## src/rtl/complex_arithmetic_unit_macros.svh

```systemverilog
// Assertion macros shared by the complex arithmetic unit RTL.
// No dependencies; included by the modules that carry assertions.
`ifndef COMPLEX_ARITHMETIC_UNIT_MACROS_SVH
`define COMPLEX_ARITHMETIC_UNIT_MACROS_SVH

// Check a property on every clock edge outside reset
`define CAU_ASSERT(lbl, clk, rst_n, prop, msg) \
    lbl: assert property (@(posedge clk) disable iff (!(rst_n)) (prop)) else $error(msg);

// Check that a condition is followed by another on the next edge
`define CAU_ASSERT_NEXT(lbl, clk, rst_n, cond, nxt, msg) \
    lbl: assert property (@(posedge clk) disable iff (!(rst_n)) (cond) |=> (nxt)) \
        else $error(msg);

`endif

```

## src/rtl/cau_pkg.sv

```systemverilog
// Package for the complex arithmetic unit: widths, opcodes, status codes,
// pipeline word types and the saturation function. No dependencies.
`timescale 1ns / 1ps
package cau_pkg;

    localparam int FRAC_BITS  = 8;
    localparam int PART_WIDTH = 16;
    localparam int PW         = PART_WIDTH;
    localparam int PRW        = 2 * PART_WIDTH;          // product width
    localparam int SW         = 2 * PART_WIDTH + 1;      // sum of two products
    localparam int RW         = 3 * PART_WIDTH + FRAC_BITS; // divider remainder
    localparam int DIV_STEPS  = PART_WIDTH;
    localparam int LATENCY    = 5 + DIV_STEPS;

    localparam logic [2:0] CMD_ADD = 3'd0;
    localparam logic [2:0] CMD_SUB = 3'd1;
    localparam logic [2:0] CMD_MUL = 3'd2;
    localparam logic [2:0] CMD_DIV = 3'd3;
    localparam logic [2:0] CMD_CMP = 3'd4;

    localparam logic [1:0] STAT_OK  = 2'd0;
    localparam logic [1:0] STAT_SAT = 2'd1;
    localparam logic [1:0] STAT_DZ  = 2'd2;

    localparam logic signed [SW-1:0] SAT_MAX = SW'((64'sd1 <<< (PW - 1)) - 64'sd1);
    localparam logic signed [SW-1:0] SAT_MIN = SW'(-(64'sd1 <<< (PW - 1)));

    typedef logic signed [PW-1:0] t_part;

    typedef struct packed {
        t_part      val;
        logic       sat;
    } t_sat;

    // Finished result of the non-divide operations
    typedef struct packed {
        t_part      res_re;
        t_part      res_im;
        logic       is_equal;
        logic [1:0] status;
    } t_res;

    // Divider state that travels down the step stages
    typedef struct packed {
        logic          is_div;
        logic          dz;
        logic          ovf_re;
        logic          ovf_im;
        logic          neg_re;
        logic          neg_im;
        logic [RW-1:0] rem_re;
        logic [RW-1:0] rem_im;
        logic [RW-1:0] dsh;
        logic [PW-1:0] q_re;
        logic [PW-1:0] q_im;
    } t_div;

    typedef struct packed {
        t_res res;
        t_div div;
    } t_word;

    // Clamp a wide signed value to one part
    function automatic t_sat sat_part(input logic signed [SW-1:0] v);
        t_sat r;
        if (v > SAT_MAX) begin
            r.val = SAT_MAX[PW-1:0];
            r.sat = 1'b1;
        end else if (v < SAT_MIN) begin
            r.val = SAT_MIN[PW-1:0];
            r.sat = 1'b1;
        end else begin
            r.val = v[PW-1:0];
            r.sat = 1'b0;
        end
        return r;
    endfunction

endpackage

```

## src/rtl/cau_div_step.sv

```systemverilog
// One restoring division step for both parts, registered.
// Depends on cau_pkg.
`timescale 1ns / 1ps
module cau_div_step (
    input  logic           i_clk,
    input  logic           i_rst_n,
    input  logic           i_valid,
    input  cau_pkg::t_word i_word,
    output logic           o_valid,
    output cau_pkg::t_word o_word
);
    import cau_pkg::*;

    logic  r_valid;
    t_word r_word, n_word;
    logic  bit_re, bit_im;

    // subtract the shifted divisor where it fits, shift in the quotient bit
    always_comb begin
        n_word = i_word;
        bit_re = (i_word.div.rem_re >= i_word.div.dsh);
        bit_im = (i_word.div.rem_im >= i_word.div.dsh);
        if (bit_re) begin
            n_word.div.rem_re = i_word.div.rem_re - i_word.div.dsh;
        end
        if (bit_im) begin
            n_word.div.rem_im = i_word.div.rem_im - i_word.div.dsh;
        end
        n_word.div.q_re = {i_word.div.q_re[PW-2:0], bit_re};
        n_word.div.q_im = {i_word.div.q_im[PW-2:0], bit_im};
        n_word.div.dsh  = i_word.div.dsh >> 1;
    end

    always_ff @(posedge i_clk) begin
        if (!i_rst_n) begin
            r_valid <= 1'b0;
        end else begin
            r_valid <= i_valid;
        end
    end

    always_ff @(posedge i_clk) begin
        r_word <= n_word;
    end

    assign o_valid = r_valid;
    assign o_word  = r_word;

endmodule

```

## config.mk

```make
export PLATFORM = sky130hd
export DESIGN_NAME = cau_div_step
export DESIGN_NICKNAME = d
export VERILOG_FILES = /design/src/rtl/complex_arithmetic_unit_macros.svh /design/src/rtl/cau_pkg.sv /design/src/rtl/cau_div_step.sv
export SDC_FILE = /design/constraint.sdc
export NUM_CORES = 1
export LEC_CHECK = 0
export BUFFER_PORTS_ARGS = -buffer_cell sky130_fd_sc_hd__clkbuf_2
export CORE_AREA = 4 4 187 189
export DETAILED_ROUTE_END_ITERATION = 16
export DIE_AREA = 0 0 191 193
export MAX_ROUTING_LAYER = met4
export PLACE_DENSITY = 0.66
export REMOVE_ABC_BUFFERS = 1
export SYNTH_ARGS = -nofsm -noshare
export SYNTH_HDL_FRONTEND = slang
export SYNTH_SLANG_ARGS = --single-unit
```

## constraint.sdc

```tcl
create_clock -name i_clk -period 4.8 [get_ports i_clk]
set_input_delay 0.96 -clock i_clk [delete_from_list [all_inputs] [get_ports i_clk]]
set_output_delay 0.96 -clock i_clk [all_outputs]
set_load 0.1 [all_outputs]
```

# After elaboration in Yosys (flattened, before gate mapping)
# Cells that the tools add are included.
dict set report word_totals {
  ff_bits 241
  in_bits 244
  output_inout_bits 242
  word_cells 22
}
dict set report classes {
  addsub 2
  order_cmp 2
  n_mux 2
}
# operator count
set op_table {}
lappend op_table {{$ge 56x56->1} 2}
lappend op_table {{$mux 56} 2}
lappend op_table {{$sub 56x56->56} 2}

# Depth between registers and ports, before layout
# Gate-level depths: netlist of the first run.
dict set report logic_depth {
  ltp_word 2
  mapped_depth 15
  ltp_nobuf 13
}

# Worst setup path before layout of the first run
# OpenSTA, ideal clock, no wires.
dict set report synth_path {
  kind {input port to flip-flop}
  from {in i_word[88] (netlist name)}
  to {reg r_word (netlist bit o_word[141])}
  setup_time_ns 0.121
  t_arrival_ns 3.845
  required_time_ns 4.679
  slack_ns 0.835
  cell_stages 15
  n_path_buf 2
  path_cell_list {inv_1 ha_1 fa_1 nor2b_1 o31ai_1 a21oi_2 a21oi_1 o2111a_1 or2_1 o211ai_1 a21oi_2 o31ai_4 buf_6 buf_6 mux2_2}
}
# element line_no
set synth_lines {}
lappend synth_lines {{start: declaration} cau_div_step.sv:8} ;# input cau_pkg::t_word i_word,
lappend synth_lines {{end signal: assignment} cau_div_step.sv:43} ;# r_word <= n_word;
lappend synth_lines {{end: declaration} cau_div_step.sv:15} ;# t_word r_word, n_word;

==> results by group, run 1 <==
Global route
  – Gr usage total: 0.246
  – Global-route wire length before repair: 69.3 mm
  – Met1 GRT Util: 0.303
  – Antenna violations before repair: 3
  – Vias in the first global route: 12.3k
  – Largest net degree at the start of global routing: 52
  – GR Layer Usage met2: 0.424
  – Grt total ovfl: 0
  – Global route hottest layer: met2
  – GR Util met3: 0.0385

Yosys
  – Largest cells by area after synthesis: dfxtp_1 (37%), ha_1 (11%), a21oi_1 (6.4%)
  – Dominant synthesized flop cell: dfxtp_1
  – Netlist cell types: 78
  – Yosys warns: 0
  – Cell area after synthesis: 0.0130 mm^2
  – Synth Instances: 1441
  – Number of flops mapped to enable cells by yosys: 0
  – Syn Area/Cell: 8.99 um^2
  – Yosys reg bits: 241
  – Post-synth top area share: 0.372
  – Register area share after synthesis: 0.372
  – Cell taking the most area after synthesis: dfxtp_1
  – Async S/R FF share, synth: 0

Critical path
  – Crit path DAT: 4480 ps
  – Worst setup SP type: input port
  – Worst Path Required: 5230 ps
  – CP Max Fanout: 17
  – Crit path buffers/inverters: 2
  – CP peak stage delay: 410 ps
  – Critical path, cell by cell: clkbuf_2 > ha_1 > fa_1 > nor2b_1 > o31ai_1 > a21oi_2 > a21oi_1 > o2111a_1 > or2_1 > o211ai_1 > a21oi_2 > o31ai_4 > buf_4 > mux2_1
  – Slowest library cell on the worst path: fa_1
  – CP most frequent cell: a21oi_2
  – CP endpoint kind: flip-flop
  – CP delay by family, top: compound AO/OA/AOI/OAI gates
  – WP depth: 14
  – Kind of critical path: input port to flip-flop

STA
  – Max Fclk: 247 MHz
  – Slew headroom: 0.549
  – Fin. max-slew vios: 0
  – Fin. Hold Viols: 0
  – # setup viols final: 0
  – Worst Max-Slew Pin Slew: 679 ps
  – RSZ-0062 raised after global routing: no
  – Final min period: 4050 ps
  – Final worst-path cycle share: 0.844

Place
  – Post-DP HPWL: 39.6 mm
  – Placed Instances: 2326
  – Port Buffers: 482
  – Placed cell area: 0.0158 mm^2
  – Gpl congestion: 0.974

Layout
  – Layout cells sized above 1: 0.309
  – Nets: 2264
  – Fill cells: 3230
  – Area Overhead vs Synth: 29.1%
  – Most common cell after layout, fill and taps aside: clkbuf_2
  – Final Cell Area: 0.0167 mm^2
  – Layout Cells excl Fill: 2373
  – Commonest non-fill, non-tap cells in the layout: clkbuf_2 (482), dfxtp_1 (241), a21oi_1 (167)

Job
  – Max_cap viols: 0

Routing
  – Vias: 12.5k
  – WL final: 47.4 mm
  – Drt first pass iters: 5
  – Drt wl/cell: 20.0 um
  – DR DRC count: 0
  – Iter 0 DRT Violations: 825
  – DRT antenna net count: 0
  – Vias per inst: 5.28

Clock tree
  – Clock Path Buffers: 3
  – Post-CTS resize count: 0
  – TritonCTS clock tree: built
  – Worst-path clk slew: 60 ps
  – CTS Buf Count: 26
  – CTS sink cnt: 241
  – Root buffer cell: clkbuf_16
  – Post-CTS setup buffers: 0
  – H-tree lvl count: 1
  – Post-CTS Hold Buffers: 0

Die
  – Top-level port count: 486
  – Die H: 193 um
  – Core ar.: 0.0333 mm^2
  – Die Area: 0.0369 mm^2
  – Die Wd: 191 um
  – Starting Density: 0.389
  – Rows: 67

Power and ir drop
  – Pleak: 8.30 nW
  – Worst VDD drop: 264 uV
  – Power Dens Cells: 464 mW/mm^2

Min path
  – Hold Crit Class: input port to flip-flop
  – Hold path depth: 1

Outcome
  – Status: completed
==> synthesized netlist by cell type (7+ instances only) <==
cell type	instances
nor2b_1	18
xnor2_1	60
dfxtp_1	241
a21oi_1	167
o211ai_1	15
o21ai_0	68
and2_1	14
a31oi_1	16
a21o_1	74
ha_1	112
mux2_2	27
nand3_1	22
nor3_1	11
nor2_1	101
o21bai_1	19
clkbuf_1	50
a221oi_1	7
mux2_1	34
o21a_1	10
and3_1	16
inv_1	85
xor2_1	43
a211oi_1	10
nand2_1	71
buf_2	11
nand4_1	31
==> path summary, 6_finish.rpt <==
kind | from | to | slack [ps]
worst max-delay path | i_word[32] | o_word[130] | 750
worst min-delay path | i_word[229] | o_word[229] | 510
==> metal layers <==
layer	share of wire	routed length [um]
met5	0	0
met1	0.42	19900
met4	0.024	1120
met2	0.49	23100
met3	0.068	3240
==> cell families (layout without fill, tap and decap cells) <==
logic type / count (synthesis) / after routing / synth area share
flops: 241 / 241 / 0.372
buf+inv: 153 / 634 / 0.0487
xor+xnor: 103 / 103 / 0.0696
mux: 64 / 64 / 0.0553
other cells: 1 / 4 / 0.000289
simple gates: 324 / 324 / 0.124
compound gates: 441 / 441 / 0.219
fa+ha+maj: 114 / 114 / 0.111
==> registers in the layout (all words and copies together) (netlist names) <==
| name | flops |
|---|---|
| o_word | 240 |
| o_valid | 1 |
==> final cells by class <==
class	instances	area, um^2	area share
multi-input cells	1047	7510	0.449
flip-flops and latches	241	4820	0.288
repair buffers	505	2620	0.157
clock buffers	35	736	0.0440
well taps	448	561	0.0335
inverters	85	319	0.0191
clock inverters	9	151	0.00905
diodes	3	7.51	0.000449
==> metrics by stage <==
stage          power (W)  worst slack, ps   util  hold slack (ps)  TNS [ps]
2_1_floorplan    0.00497             -915      -              988    -45150
3_3_place_gp     0.00567              249  0.476             1060         0
3_5_place_dp     0.00567              196  0.476             1060         0
4_1_cts          0.00781              753  0.503              484         0
5_1_grt          0.00809              583  0.503              488         0
6_report         0.00777              751  0.503              509         0
==> report_power, final <==
group          total (W)  switching (W)  internal (W)
sequential       0.00231      0.0000726       0.00223
combinational    0.00334        0.00260      0.000742
clock            0.00212       0.000835       0.00128
total            0.00777        0.00351       0.00426
Note: power is estimated with default switching activity, not from simulation.
==> inputs of run 2 (changes only) <==
Clock period 4.8 ns to 4 ns, I/O delays scaled along.
==> run 2 against run 1 <==
Compared with the run above:
- combinational power grew 25%
- critical path depth grew 1
- hold slack lost 170 ps
- first-iteration DRC count shrank 22%
- critical path type unchanged
- clock-buffer cell count grew 2
- largest power group unchanged
==> results by group, run 2 (synthesis gave the netlist of run 1 again) <==
Outcome
  – Status: completed

Routing
  – DRT antenna net count: 0 (unchanged)
  – Drt first pass iters: 5 (unchanged)
  – Drt wl/cell: 19.2 um (-3.8%)
  – Vias per inst: 5.12 (-3.0%)
  – Vias: 12.8k (+2.6%)
  – WL final: 48.2 mm (+1.8%)
  – DR DRC count: 0 (unchanged)
  – Iter 0 DRT Violations: 645 (-22%)

Die
  – Rows: 67 (unchanged)
  – Die Wd: 191 um (unchanged)
  – Die Area: 0.0369 mm^2 (unchanged)
  – Die H: 193 um (unchanged)
  – Starting Density: 0.389 (unchanged)
  – Core ar.: 0.0333 mm^2 (unchanged)
  – Top-level port count: 486 (unchanged)

STA
  – Worst Max-Slew Pin Slew: 664 ps (-14.4 ps)
  – Fin Hold WS: 343 ps (-167 ps)
  – # setup viols final: 0 (unchanged)
  – Max Fclk: 262 MHz
  – Final worst-path cycle share: 0.953
  – Setup TNS: 0 ps (unchanged)
  – Slew headroom: 0.559 (+0.00959)
  – Fin. Hold Viols: 0 (unchanged)
  – Final min period: 3810 ps
  – Fin. max-slew vios: 0 (unchanged)
  – RSZ-0062 raised after global routing: no
  – Final worst setup slack: 190 ps (-561 ps)

Clock tree
  – Post-CTS setup buffers: 0 (unchanged)
  – Post-CTS resize count: 0 (unchanged)
  – Root buffer cell: clkbuf_16
  – Worst-path clk slew: 60 ps (about the same)
  – CTS Buf Count: 28 (+7.7%)
  – Clock Path Buffers: 3 (unchanged)
  – H-tree lvl count: 1 (unchanged)
  – CTS sink cnt: 241 (unchanged)
  – Post-CTS Hold Buffers: 0 (unchanged)
  – TritonCTS clock tree: built

Global route
  – Antenna violations before repair: 5 (+2)
  – Vias in the first global route: 12.7k (+3.5%)
  – Grt total ovfl: 0 (unchanged)
  – Gr usage total: 0.252 (+0.00653)
  – Largest net degree at the start of global routing: 41 (-21%)
  – Global-route wire length before repair: 71.1 mm (+2.6%)

Power and ir drop
  – Pleak: 8.93 nW (+7.6%)
  – Worst VDD drop: 328 uV (+24%)
  – Power Dens Cells: 536 mW/mm^2 (+15%)
  – Combinational Power Share: 0.438 (+0.007)
  – Switch Pwr: 0.00429 W (+22%)
  – Sequential share of power: 0.293 (-0.004)
  – Internal power: 0.00522 W (+23%)
  – Power share of the clock group: 0.269 (-0.004)
  – Sw Share: 0.451 (-0.00109)

Critical path
  – Worst Path Required: 4440 ps (-790 ps)
  – CP Max Fanout: 40 (+23)
  – Kind of critical path: input port to flip-flop
  – Worst setup SP type: input port
  – CP endpoint kind: flip-flop
  – Crit path DAT: 4250 ps (-230 ps)

Min path
  – Hold path depth: 1 (unchanged)
  – Hold Crit Endpoint: o_word[229]
  – HP Start: i_word[229]
  – Hold Crit Class: input port to flip-flop

Layout
  – Nets: 2393 (+5.7%)
  – Area Overhead vs Synth: 36.9%
  – Final Cell Area: 0.0177 mm^2 (+6.1%)
  – Layout cells sized above 1: 0.354 (+0.0453)
  – Max reg flops: 240 (unchanged)
  – Most common cell after layout, fill and taps aside: clkbuf_2
  – Commonest non-fill, non-tap cells in the layout: clkbuf_2 (482), dfxtp_1 (241), a21oi_1 (167)

Place
  – Placed cell area: 0.0168 mm^2 (+6.0%)
  – Gpl congestion: 0.949 (-2.5%)
  – Post-place setup slack: -358 ps (-554 ps)
  – Post-DP HPWL: 40.9 mm (+3.4%)
  – Port Buffers: 482 (unchanged)

Job
  – Max_cap viols: 0 (unchanged)
## run 2: cell type report
type | instances | area [um^2]
Sequential cell | 241 | 4820
Antenna cell | 6 | 15.0
Clock inverter | 15 | 154
Timing Repair Buffer | 632 | 3580
Clock buffer | 37 | 786
Fill cell | 3253 | 15500
Inverter | 85 | 319
Multi-Input combinational cell | 1047 | 7510
Tap cell | 448 | 561
## run 2: stage by stage
| stage | util | power [W] | cells |
|---|---|---|---|
| finish | 0.533 | 0.00951 | 2511 |
| global route | 0.533 | 0.00991 | 2510 |
| CTS | 0.533 | 0.00958 | 2505 |
| detailed placement | 0.505 | 0.00697 | 2453 |
| global placement | 0.505 | 0.00696 | 2453 |
| floorplan | - | 0.00596 | 1373 |
## run 2: worst max-delay path by stage
stage,end,start,slack [ps],cells after the start
2_1_floorplan,o_word[188],i_word[144],-1560,13
3_3_place_gp,o_word[92],i_word[32],-290,15
3_5_place_dp,o_word[105],i_word[32],-360,15
4_1_cts,o_word[105],i_word[32],240,15
5_1_grt,o_word[92],i_word[32],40,15
6_report,o_word[105],i_word[32],190,15
## run 2: layer usage
metal  routed length [um]  vias up  track usage
met5                    0        -            -
met4                 1140        0       0.0710
met3                 3000       62       0.0329
met2                23600      438        0.429
met1                20400     6003        0.318
li1                     -     6346            -
## run 2: power groups by stage
stage / registers [W] / logic, W / clock network [W]
final: 0.00278 / 0.00416 / 0.00256
after floorplan: 0.00482 / 0.00114 / 0
after CTS: 0.00279 / 0.00416 / 0.00263
after global placement: 0.00283 / 0.00413 / 0
after global routing: 0.00281 / 0.00437 / 0.00273
after detailed placement: 0.00284 / 0.00414 / 0
## run 2: worst max-delay path, stage by stage
cell and delay [ps]:
clkbuf_2 110, ha_1 230, fa_1 390, nor2b_1 170, o31ai_1 130, a21oi_2 290
a21oi_1 140, o2111a_1 290, or2_1 240, o211ai_1 170, buf_4 150, a21oi_2 70
o31ai_4 360, buf_12 280, mux2_2 380
==> inputs of run 3 (changes only) <==
Clock period 4 ns to 3.8 ns, I/O delays scaled along.
==> run 3 against run 2 <==
Compared with the run above:
- non-clock buffer count increased by 72
- total power increased by 6.2%
- combinational power increased by 7.9%
- die area unchanged
- utilization increased by 1.7 points
- sequential share of layout area decreased by 0.84 points
- via count increased by 1.5%
- setup slack got worse by 56 ps
- critical path type unchanged
==> results by group, run 3 (synthesis gave the netlist of run 1 again) <==
Outcome
  – Status: completed

Routing
  – DR DRC count: 0 (unchanged)
  – Iter 0 DRT Violations: 618 (-4.2%)
  – Vias per inst: 5.05 (-1.3%)
  – DRT antenna net count: 0 (unchanged)
  – Drt wl/cell: 18.9 um (-1.5%)
  – WL final: 48.8 mm (+1.3%)
  – Drt first pass iters: 5 (unchanged)
  – Vias: 13.0k (+1.5%)

STA
  – Worst Max-Slew Pin Slew: 683 ps (+18.8 ps)
  – Max Fclk: 273 MHz
  – Final worst-path cycle share: 0.965
  – Slew headroom: 0.547 (-0.0125)
  – Fin. max-slew vios: 0 (unchanged)
  – Final min period: 3670 ps
  – RSZ-0062 raised after global routing: no
  – # setup viols final: 0 (unchanged)
  – Fin. Hold Viols: 0 (unchanged)

Die
  – Starting Density: 0.389 (unchanged)
  – Rows: 67 (unchanged)
  – Core ar.: 0.0333 mm^2 (unchanged)
  – Die Area: 0.0369 mm^2 (unchanged)
  – Top-level port count: 486 (unchanged)
  – Die H: 193 um (unchanged)
  – Die Wd: 191 um (unchanged)

Global route
  – Vias in the first global route: 12.9k (+1.5%)
  – Grt total ovfl: 0 (unchanged)
  – Global-route wire length before repair: 70.7 mm (-0.59%)
  – Largest net degree at the start of global routing: 41 (unchanged)
  – Antenna violations before repair: 10 (+5)
  – Gr usage total: 0.251 (-0.00193)

Power and ir drop
  – Power Dens Cells: 551 mW/mm^2 (+2.9%)
  – Worst VDD drop: 407 uV (+24%)
  – Pleak: 9.29 nW (+4.0%)

Min path
  – HP Start: i_word[13]
  – Hold Crit Class: input port to flip-flop
  – Hold Crit Endpoint: o_word[14]
  – Hold path depth: 1 (unchanged)

Place
  – Gpl congestion: 0.953 (+0.41%)
  – Port Buffers: 482 (unchanged)
  – Placed cell area: 0.0173 mm^2 (+3.1%)
  – Post-DP HPWL: 41.2 mm (+0.65%)

Clock tree
  – CTS Buf Count: 26 (-7.1%)
  – CTS sink cnt: 241 (unchanged)
  – Post-CTS Hold Buffers: 0 (unchanged)
  – TritonCTS clock tree: built
  – Worst-path clk slew: 60 ps (about the same)
  – Clock Path Buffers: 3 (unchanged)
  – Root buffer cell: clkbuf_16
  – H-tree lvl count: 1 (unchanged)

Critical path
  – Critical path, cell by cell: clkbuf_2 > inv_1 > ha_1 > a21oi_1 > a2111o_1 > buf_4 > a211oi_1 > nor3_1 > o2111a_1 > o21ai_0 > buf_4 > a21oi_1 > o21ai_0 > xor2_1 > mux2_1
  – CP Max Fanout: 5 (-88%)
  – Worst setup SP type: input port
  – Slowest library cell on the worst path: a2111o_1
  – Crit path buffers/inverters: 4 (+1)
  – CP delay by family, top: compound AO/OA/AOI/OAI gates
  – CP peak stage delay: 500 ps (+110 ps)
  – CP endpoint kind: flip-flop
  – Crit path DAT: 4110 ps (-140 ps)
  – Kind of critical path: input port to flip-flop
  – Worst Path Required: 4250 ps (-190 ps)

Layout
  – Final Cell Area: 0.0183 mm^2 (+3.2%)
  – Register area: 0.00482 mm^2 (unchanged)
  – Footprint of the multi-input gates: 0.00753 mm^2 (+0.17%)
  – Util after Layout: 0.550 (+0.0171)
  – Area Overhead vs Synth: 41.3%
  – Layout cells sized above 1: 0.378 (+0.0237)
  – Fill cells: 3121 (-4.1%)
  – Max reg flops: 240 (unchanged)
  – Commonest non-fill, non-tap cells in the layout: clkbuf_2 (482), dfxtp_1 (241), buf_4 (215)
  – Nets: 2463 (+2.9%)
  – Most common cell after layout, fill and taps aside: clkbuf_2

Job
  – Max_cap viols: 0 (unchanged)
[run 3: stage by stage]
step	instances	TNS, ps	hold WS [ps]	setup WS, ps	power [W]
6_report	2583	0	292	134	0.0101
5_1_grt	2582	0	273	1.45	0.0105
2_1_floorplan	1373	-136340	788	-1720	0.00628
3_5_place_dp	2522	-33110	864	-452	0.00743
4_1_cts	2569	0	268	129	0.0101
3_3_place_gp	2522	-28980	862	-398	0.00742
[run 3: layer usage]
layer | up-vias | GRT usage | wire length (um)
met5 | - | - | 0
met4 | 0 | 0.0975 | 1650
met3 | 77 | 0.0421 | 3100
met2 | 463 | 0.413 | 23100
met1 | 6001 | 0.309 | 20900
li1 | 6503 | - | -
[run 3: worst max path at each step]
stage	cells after the start	startpoint	endpoint	slack [ps]
final	15	i_word[34]	o_word[137]	130
after global placement	16	i_word[88]	o_word[90]	-400
after CTS	16	i_word[88]	o_word[93]	130
after detailed placement	16	i_word[88]	o_word[131]	-450
after floorplan	13	i_word[144]	o_word[188]	-1720
after global routing	17	i_word[88]	o_word[90]	1
[run 3: where the power goes]
| group | switching [W] | internal [W] | total [W] |
|---|---|---|---|
| Combinational | 0.00333 | 0.00116 | 0.00449 |
| Sequential | 0.000106 | 0.00282 | 0.00293 |
| Clock | 0.00112 | 0.00155 | 0.00267 |
| Total | 0.00456 | 0.00553 | 0.0101 |
[run 3: layout make-up]
type                    count  area share
well taps                 448      0.0306
diodes                     11     0.00150
flip-flops and latches    241       0.263
clock buffers              31      0.0387
clock inverters            16      0.0107
multi-input cells        1047       0.411
repair buffers            704       0.227
inverters                  85      0.0174
[run 3: what timing repair did]
item	4_1_cts	5_1_grt
gates resized for setup	0	6
endpoints found under the setup margin	0	55
setup buffers	0	1
